--- config.mk ---
export PLATFORM = sky130hd
export DESIGN_NAME = url_decode_path_depth_check_core
export DESIGN_NICKNAME = d
export VERILOG_FILES = /design/src/rtl/udpd_pkg.sv /design/src/rtl/url_decode_path_depth_check_core.sv
export SDC_FILE = /design/constraint.sdc
export NUM_CORES = 1
export LEC_CHECK = 0
export BUFFER_PORTS_ARGS = -buffer_cell sky130_fd_sc_hd__buf_2
export CAP_MARGIN = 20
export CORE_MARGIN = 2
export CORE_UTILIZATION = 67
export CTS_CLUSTER_SIZE = 8
export DETAILED_ROUTE_END_ITERATION = 6
export PLACE_DENSITY = 0.94
export RECOVER_POWER = 50
export SYNTH_ARGS = -nofsm -noshare
export SYNTH_HDL_FRONTEND = slang
export SYNTH_SLANG_ARGS = --single-unit
--- constraint.sdc ---
create_clock -name clk_i -period 10.8 [get_ports clk_i]
set_input_delay 1.62 -clock clk_i [delete_from_list [all_inputs] [get_ports clk_i]]
set_output_delay 1.62 -clock clk_i [all_outputs]
set_load 0.005 [all_outputs]
--- src/rtl/udpd_pkg.sv ---
// types, constants and helper functions for the url decode and path depth check
// used by url_decode_path_depth_check_core; has no dependencies of its own
package udpd_pkg;

  typedef struct packed {
    logic [7:0] url_byte;
    logic       last_byte;
  } in_beat_t;

  typedef struct packed {
    logic              byte_valid;
    logic [7:0]        decoded_byte;
    logic              done_res;
    logic [1:0]        verdict;
    logic signed [11:0] path_depth;
  } out_beat_t;

  typedef enum logic [1:0] {
    ESC_IDLE = 2'd0,
    ESC_HIGH = 2'd1,
    ESC_LOW  = 2'd2
  } esc_phase_e;

  typedef enum logic [2:0] {
    SEG_START  = 3'd0,
    SEG_SLASH  = 3'd1,
    SEG_DOT    = 3'd2,
    SEG_DOTDOT = 3'd3,
    SEG_OTHER  = 3'd4
  } seg_class_e;

  // also used for the recorded first error (never VERD_DEPTH there)
  typedef enum logic [1:0] {
    VERD_OK     = 2'd0,
    VERD_ESCAPE = 2'd1,
    VERD_LONG   = 2'd2,
    VERD_DEPTH  = 2'd3
  } verdict_e;

  localparam logic [7:0] CHAR_PERCENT = 8'h25;
  localparam logic [7:0] CHAR_SLASH   = 8'h2F;
  localparam logic [7:0] CHAR_DOT     = 8'h2E;
  localparam logic [7:0] CHAR_NUL     = 8'h00;

  // length of the "./website" prefix and of "/index.html"
  localparam int unsigned PREFIX_LEN = 9;
  localparam int unsigned ROOT_LEN   = 11;

  localparam logic signed [11:0] DEPTH_MAX = 12'sd2047;
  localparam logic signed [11:0] DEPTH_MIN = -12'sd2048;
  localparam logic signed [11:0] DEPTH_ROOT = 12'sd1;

  // {ok, nibble} for one ascii hex digit of either case
  function automatic logic [4:0] hex_digit(input logic [7:0] c);
    logic [4:0] r;
    r = 5'd0;
    if (c inside {[8'h30:8'h39]}) begin
      r = {1'b1, c[3:0]};
    end else if (c inside {[8'h41:8'h46], [8'h61:8'h66]}) begin
      r = {1'b1, c[3:0] + 4'd9};
    end
    return r;
  endfunction

  // close a segment: "/.." lowers, "/." keeps, anything else raises, saturating
  function automatic logic signed [11:0] add_depth(input logic signed [11:0] d,
                                                   input seg_class_e cls);
    logic signed [11:0] r;
    r = d;
    if (cls == SEG_DOTDOT) begin
      if (d != DEPTH_MIN) r = d - 12'sd1;
    end else if (cls != SEG_DOT) begin
      if (d != DEPTH_MAX) r = d + 12'sd1;
    end
    return r;
  endfunction

endpackage

--- src/rtl/url_decode_path_depth_check_core.sv ---
// url percent decoder with path depth and length check, top level
// depends on udpd_pkg for beat types, codes and the hex and depth helpers
//
// usage:
//   input channel: one raw url byte per beat (in_beat_i), last_byte set on the
//   final byte of a url. output channel: a beat for every byte that decodes
//   to a path byte and for every last byte; the last one carries done_res,
//   the verdict and the final path depth. an escape digit that yields no byte
//   gives no output beat unless it is the last byte.
//   an accepted beat sits in the input register, and its result is loaded
//   into the output register once it is free, then shows on out_valid_o.
//   throughput: one byte per cycle unless out_stall_i holds the output; the
//   per-byte state (escape phase, counts, segment class, depth, first error)
//   updates once for each byte taken from the input register.
//   reset: clears both registers' valid flags and all decode state; after the
//   last byte of a url the state returns to its reset values on its own.
//   stall: while out_stall_i holds a result, it stays put; the input register
//   can still take one beat, then in_stall_o rises until the output drains.
module url_decode_path_depth_check_core #(
  parameter int unsigned MAX_LEN = 1024
) (
  input  logic                clk_i,
  input  logic                rst_ni,
  input  logic                in_valid_i,
  output logic                in_stall_o,
  input  udpd_pkg::in_beat_t  in_beat_i,
  output logic                out_valid_o,
  input  logic                out_stall_i,
  output udpd_pkg::out_beat_t out_beat_o
);

  localparam int unsigned CW = $clog2(MAX_LEN + 1);
  localparam logic [CW-1:0] CNT_MAX   = CW'(MAX_LEN);
  localparam logic [CW:0]   LEN_LIMIT = (CW + 1)'(MAX_LEN);
  localparam logic [CW:0]   PREFIX_W  = (CW + 1)'(udpd_pkg::PREFIX_LEN);
  localparam logic [CW-1:0] ROOT_W    = CW'(udpd_pkg::ROOT_LEN);

  // input register
  logic               in_valid_q;
  udpd_pkg::in_beat_t in_q;

  // output register
  logic                out_valid_q, out_valid_d;
  udpd_pkg::out_beat_t out_q, out_d;

  // decode state
  udpd_pkg::esc_phase_e esc_q, esc_d;
  logic [3:0]           hi_nib_q, hi_nib_d;
  logic [CW-1:0]        dec_cnt_q, dec_cnt_d;
  logic [CW-1:0]        cut_cnt_q, cut_cnt_d;
  logic                 cut_seen_q, cut_seen_d;
  udpd_pkg::seg_class_e seg_q, seg_d;
  logic signed [11:0]   depth_q, depth_d;
  udpd_pkg::verdict_e   err_q, err_d;

  logic out_free;
  logic advance;

  assign out_free   = !out_valid_q || !out_stall_i;
  assign advance    = in_valid_q && out_free;
  assign in_stall_o = in_valid_q && !out_free;

  always_ff @(posedge clk_i or negedge rst_ni) begin
    if (!rst_ni) begin
      in_valid_q <= 1'b0;
    end else if (!in_stall_o) begin
      in_valid_q <= in_valid_i;
    end
  end

  always_ff @(posedge clk_i) begin
    if (!in_stall_o && in_valid_i) begin
      in_q <= in_beat_i;
    end
  end

  logic [7:0]         b;
  logic               last;
  logic [4:0]         hex;
  logic               fresh;
  logic               is_root;
  logic               byte_ok;
  logic [7:0]         ob;
  logic signed [11:0] fin_depth;
  logic [CW-1:0]      dlen, clen;
  udpd_pkg::verdict_e verdict;

  always_comb begin
    b    = in_q.url_byte;
    last = in_q.last_byte;
    hex  = udpd_pkg::hex_digit(b);

    esc_d      = esc_q;
    hi_nib_d   = hi_nib_q;
    dec_cnt_d  = dec_cnt_q;
    cut_cnt_d  = cut_cnt_q;
    cut_seen_d = cut_seen_q;
    seg_d      = seg_q;
    depth_d    = depth_q;
    err_d      = err_q;
    byte_ok    = 1'b0;
    ob         = 8'h00;

    fresh   = (dec_cnt_q == '0) && (esc_q == udpd_pkg::ESC_IDLE)
              && (err_q == udpd_pkg::VERD_OK);
    is_root = fresh && (b == udpd_pkg::CHAR_SLASH);

    case (esc_q)
      udpd_pkg::ESC_HIGH: begin
        if (!hex[4] || last) begin
          if (err_d == udpd_pkg::VERD_OK) err_d = udpd_pkg::VERD_ESCAPE;
          esc_d = udpd_pkg::ESC_IDLE;
        end else begin
          hi_nib_d = hex[3:0];
          esc_d    = udpd_pkg::ESC_LOW;
        end
      end
      udpd_pkg::ESC_LOW: begin
        esc_d = udpd_pkg::ESC_IDLE;
        if (!hex[4]) begin
          if (err_d == udpd_pkg::VERD_OK) err_d = udpd_pkg::VERD_ESCAPE;
        end else begin
          byte_ok = 1'b1;
          ob      = {hi_nib_q, hex[3:0]};
        end
      end
      default: begin
        esc_d = udpd_pkg::ESC_IDLE;
        if (b == udpd_pkg::CHAR_PERCENT) begin
          // length check comes before any digit check
          if ({1'b0, dec_cnt_q} + 1'b1 >= LEN_LIMIT) begin
            if (err_d == udpd_pkg::VERD_OK) err_d = udpd_pkg::VERD_LONG;
          end
          if (last) begin
            if (err_d == udpd_pkg::VERD_OK) err_d = udpd_pkg::VERD_ESCAPE;
          end else begin
            esc_d = udpd_pkg::ESC_HIGH;
          end
        end else begin
          byte_ok = 1'b1;
          ob      = b;
        end
      end
    endcase

    if (byte_ok) begin
      if (dec_cnt_q < CNT_MAX) dec_cnt_d = dec_cnt_q + 1'b1;
      if (!cut_seen_q) begin
        if (ob == udpd_pkg::CHAR_NUL) begin
          cut_seen_d = 1'b1;
        end else begin
          if (cut_cnt_q < CNT_MAX) cut_cnt_d = cut_cnt_q + 1'b1;
          if (ob == udpd_pkg::CHAR_SLASH && seg_q != udpd_pkg::SEG_START) begin
            depth_d = udpd_pkg::add_depth(depth_q, seg_q);
            seg_d   = udpd_pkg::SEG_SLASH;
          end else begin
            case (seg_q)
              udpd_pkg::SEG_START:
                seg_d = (ob == udpd_pkg::CHAR_SLASH) ? udpd_pkg::SEG_SLASH
                                                     : udpd_pkg::SEG_OTHER;
              udpd_pkg::SEG_SLASH:
                seg_d = (ob == udpd_pkg::CHAR_DOT) ? udpd_pkg::SEG_DOT
                                                   : udpd_pkg::SEG_OTHER;
              udpd_pkg::SEG_DOT:
                seg_d = (ob == udpd_pkg::CHAR_DOT) ? udpd_pkg::SEG_DOTDOT
                                                   : udpd_pkg::SEG_OTHER;
              default:
                seg_d = udpd_pkg::SEG_OTHER;
            endcase
          end
        end
      end
    end

    // a url of just "/" is judged as "/index.html"
    dlen      = is_root ? ROOT_W : dec_cnt_d;
    clen      = is_root ? ROOT_W : cut_cnt_d;
    fin_depth = is_root ? udpd_pkg::DEPTH_ROOT : udpd_pkg::add_depth(depth_d, seg_d);

    if (err_d != udpd_pkg::VERD_OK) begin
      verdict = err_d;
    end else if ({1'b0, dlen} >= LEN_LIMIT) begin
      verdict = udpd_pkg::VERD_LONG;
    end else if (fin_depth <= 12'sd0) begin
      verdict = udpd_pkg::VERD_DEPTH;
    end else if (PREFIX_W + {1'b0, clen} >= LEN_LIMIT) begin
      verdict = udpd_pkg::VERD_LONG;
    end else begin
      verdict = udpd_pkg::VERD_OK;
    end

    out_d.byte_valid   = byte_ok;
    out_d.decoded_byte = ob;
    out_d.done_res     = last;
    out_d.verdict      = last ? verdict : udpd_pkg::VERD_OK;
    out_d.path_depth   = last ? fin_depth : 12'sd0;

    // end of url: back to the reset state for the next one
    if (last) begin
      esc_d      = udpd_pkg::ESC_IDLE;
      hi_nib_d   = 4'd0;
      dec_cnt_d  = '0;
      cut_cnt_d  = '0;
      cut_seen_d = 1'b0;
      seg_d      = udpd_pkg::SEG_START;
      depth_d    = 12'sd0;
      err_d      = udpd_pkg::VERD_OK;
    end

    if (advance) begin
      out_valid_d = byte_ok || last;
    end else begin
      out_valid_d = out_valid_q && out_stall_i;
    end
  end

  always_ff @(posedge clk_i or negedge rst_ni) begin
    if (!rst_ni) begin
      esc_q       <= udpd_pkg::ESC_IDLE;
      hi_nib_q    <= 4'd0;
      dec_cnt_q   <= '0;
      cut_cnt_q   <= '0;
      cut_seen_q  <= 1'b0;
      seg_q       <= udpd_pkg::SEG_START;
      depth_q     <= 12'sd0;
      err_q       <= udpd_pkg::VERD_OK;
      out_valid_q <= 1'b0;
    end else begin
      out_valid_q <= out_valid_d;
      if (advance) begin
        esc_q      <= esc_d;
        hi_nib_q   <= hi_nib_d;
        dec_cnt_q  <= dec_cnt_d;
        cut_cnt_q  <= cut_cnt_d;
        cut_seen_q <= cut_seen_d;
        seg_q      <= seg_d;
        depth_q    <= depth_d;
        err_q      <= err_d;
      end
    end
  end

  always_ff @(posedge clk_i) begin
    if (advance && (byte_ok || last)) begin
      out_q <= out_d;
    end
  end

  assign out_valid_o = out_valid_q;
  assign out_beat_o  = out_q;

endmodule

==> impl_metrics.sql <==
INSERT INTO impl_metrics (metric_group, metric, value, unit) VALUES
('clock_tree', 'ctsHtreeMaxLevel', '3', ''),
('timing', 'pin_slew_with_the_least_headroom_to_its_limit', '2.20', 'ns'),
('setup_path', 'reg2reg_from', 'b[3]', ''),
('logic_synthesis', 'synthesis.area_per_instance', '8.61', 'sq um'),
('cells_and_area', 'antenna_cells', '0', ''),
('die', 'die_h', '97.8', 'microns'),
('logic_synthesis', 'post_synth_xor_area_fraction', '0.0312', ''),
('global_route', 'first_global_vias', '5402', ''),
('clock_tree', 'numClockSinks', '81', ''),
('logic_synthesis', 'share_of_the_yosys_chip_area_belonging_to_registers', '0.372', ''),
('status', 'status', 'complete, but fails checks', ''),
('run', 'maxCapViolations', '1', ''),
('power_and_ir_drop', 'power.net_switching', '0.238', 'mW'),
('hold_path', 'hold_path.class', 'reg2reg', ''),
('cells_and_area', 'area.growth.synth_to_final', '6.84', '%'),
('timing', 'setup-tns-final', '0', 'ns'),
('setup_path', 'timing.rr.end', 'out_beat_o[12]', ''),
('timing', 'hold_slack', '0.538', 'ns'),
('cells_and_area', 'fin_util', '0.729', ''),
('timing', 'setup_repair_after_global_routing_missed_its_margin', 'false', ''),
('logic_synthesis', 'synthMuxAreaShare', '0.0357', ''),
('setup_path', 'path_max_fanout', '12', ''),
('setup_path', 'crit_arrival', '6.24', 'ns'),
('global_route', 'gr-usage-all-layers', '0.334', ''),
('timing', 'final_report_hold_violation_count', '0', ''),
('timing', 'max_clock_freq', '0.165', 'GHz'),
('clock_tree', 'clkTransAtPathRegs', '0.09', 'ns'),
('global_route', 'antenna_found_initial', '0', ''),
('route', 'number_of_iterations_in_the_first_detailed_routing_pass', '7', ''),
('cells_and_area', 'final_net_count', '727', ''),
('clock_tree', 'clk_root_buffer_cell', 'clkbuf_8', ''),
('placed_design', 'gpl.final_weighted_congestion', '0.990', ''),
('route', 'routed-via-count', '5647', ''),
('hold_path', 'hp-start', 'hi_nib_q[1]', ''),
('timing', 'timing.clock.skew', '0.0154', 'ns'),
('die', 'design.portCount', '39', ''),
('logic_synthesis', 'synth_top_area_cell', 'dfrtp_1', ''),
('placed_design', 'dp_hpwl', '11400', 'microns'),
('logic_synthesis', 'synth_adder_area_share', '0.0319', ''),
('route', 'post-route-drc-count', '0', ''),
('power_and_ir_drop', 'leakage', '2.61', 'nW'),
('die', 'fp.dieArea', '9560', 'sq um'),
('power_and_ir_drop', 'power.combinational.fraction', '0.161', ''),
('cells_and_area', 'layout-drive-gt1-share', '0.0994', ''),
('timing', 'setup_violations', '0', ''),
('setup_path', 'required', '11.00', 'ns'),
('clock_tree', 'worst_skew_pair.late_latency', '0.37', 'ns'),
('logic_synthesis', 'synth_top_family_by_area', 'simple AND/OR/NAND/NOR gates', ''),
('logic_synthesis', 'synth_fp_nets', '712', ''),
('logic_synthesis', 'synthMostInstantiatedCell', 'nand2_1', ''),
('timing', 'max-slew-margin-rel', '-0.465', ''),
('setup_path', 'worst-r2r-setup-slack', '4.76', 'ns'),
('logic_synthesis', 'synthCells', '684', ''),
('power_and_ir_drop', 'irDropWorstVdd', '0.130', 'mV'),
('logic_synthesis', 'post_synth_main_area_contributors', 'dfrtp_1, edfxtp_1, nand2_1', ''),
('timing', 'maxSlewViolCount', '41', ''),
('logic_synthesis', 'netlist.area_leader.share', '0.204', ''),
('status', 'violated_checks', 'max-capacitance violations, max-slew violations', ''),
('die', 'starting_density', '0.682', ''),
('die', 'core_region_area', '8640', 'sq um'),
('logic_synthesis', 'synth-warning-count', '0', ''),
('clock_tree', 'cts.hold.buffers_added', '0', ''),
('logic_synthesis', 'syn-cell-area', '5890', 'sq um'),
('global_route', 'global_route.overflow_total', '0', ''),
('logic_synthesis', 'synth.top_cells.by_count', 'nand2_1, nor2_1, dfrtp_1', ''),
('logic_synthesis', 'synth_simple_gate_area_frac', '0.274', ''),
('timing', 'final_worst_path_period_share', '0.560', ''),
('clock_tree', 'cts_made_buffers', '9', ''),
('route', 'wl', '15800', 'microns'),
('cells_and_area', 'layout.filler_cells', '666', ''),
('logic_synthesis', 'async_flop_share', '0.593', '');
-- worst max-delay path by stage --
stage / start / endpoint / slack [ns] / depth (start not counted)
finish: b[3] / out_beat_o[12] / 4.76 / 16
global placement: b[1] / out_beat_o[12] / 5.46 / 18
global route: b[3] / out_beat_o[12] / 4.35 / 16
floorplan: esc_q[0] / out_beat_o[12] / 5.95 / 21
detailed placement: b[1] / out_beat_o[12] / 5.22 / 18
CTS: b[1] / out_beat_o[12] / 5.20 / 18
-- per-stage QoR --
stage	cells	area, sq um	setup WS (ns)
global placement	795	6080	5.46
global route	812	6290	4.35
detailed placement	795	6080	5.22
floorplan	684	5890	5.95
finish	812	6290	4.76
CTS	811	6320	5.20
-- area by class of cell --
cell class | count | share of cell area
Clock buffer | 11 | 0.0225
Clock inverter | 5 | 0.0161
Inverter | 28 | 0.0167
Multi-Input combinational cell | 538 | 0.544
Sequential cell | 81 | 0.348
Tap cell | 108 | 0.0215
Timing Repair Buffer | 41 | 0.0306
-- power by group through the flow --
stage                     combinational, mW  sequential, mW  clock (mW)
after detailed placement              0.128           0.403           0
after global placement                0.123           0.400           0
final                                 0.130           0.399       0.276
after global routing                  0.146           0.405       0.288
after floorplan                      0.0933           0.391           0
after CTS                             0.131           0.398       0.277
-- layer usage --
layer / routed length (microns) / GRT usage / part of all wire / vias up
met1: 6480 / 0.450 / 0.41 / 2671
met4: 570 / 0.150 / 0.036 / 0
met2: 7540 / 0.544 / 0.48 / 298
met5: 0 / 0 / 0 / -
li1: - / - / - / 2607
met3: 1160 / 0.0465 / 0.073 / 71
-- worst max-delay path, stage by stage (launching register included) --
cell	delay, ns
edfxtp_1	0.53
or4b_1	0.60
nor3_1	0.47
o21ai_0	0.38
o22a_1	0.46
or3_1	0.52
mux2i_1	0.31
ha_1	0.27
nand2_1	0.07
mux2_2	0.31
nor4b_4	0.43
a31oi_1	0.32
a32oi_1	0.27
xor2_1	0.23
nor2_1	0.06
or3_1	0.38
o31ai_1	0.25
-- cell families (layout without fill, tap and decap cells) --
group	count (synthesis)	after routing
DFF	81	81
muxes	20	20
buffers and inverters	65	85
AOI/OAI and AO/OA	182	182
xor gates and xnor gates	21	21
and+or+nand+nor	300	300
adders and majority gates	15	15
-- cell usage in the layout (no fill, tap or decap), drive strengths merged, types with 7 or more instances in the layout --
cell type / n
nand2: 73
nor2: 62
dfrtp: 48
o21ai: 48
a21oi: 36
nor3: 34
edfxtp: 33
buf: 29
inv: 29
clkbuf: 23
nor4: 22
nand3: 17
ha: 15
or3: 14
nand4: 13
and2: 13
xnor2: 12
mux2i: 12
and3: 11
o31ai: 10
xor2: 9
a22o: 8
a21o: 8
mux2: 8
o22ai: 7
-- flip-flops by register name, indices dropped and copies added (netlist names) --
name / flops
out_valid_o: 1
out_beat_o: 24
cut_cnt_q: 11
last: 1
seg_q: 3
esc_q: 2
b: 8
dec_cnt_q: 11
depth_q: 12
cut_seen_q: 1
hi_nib_q: 4
err_q: 2
in_valid_q: 1
No activity file was read; power rests on OpenSTA's default activity.
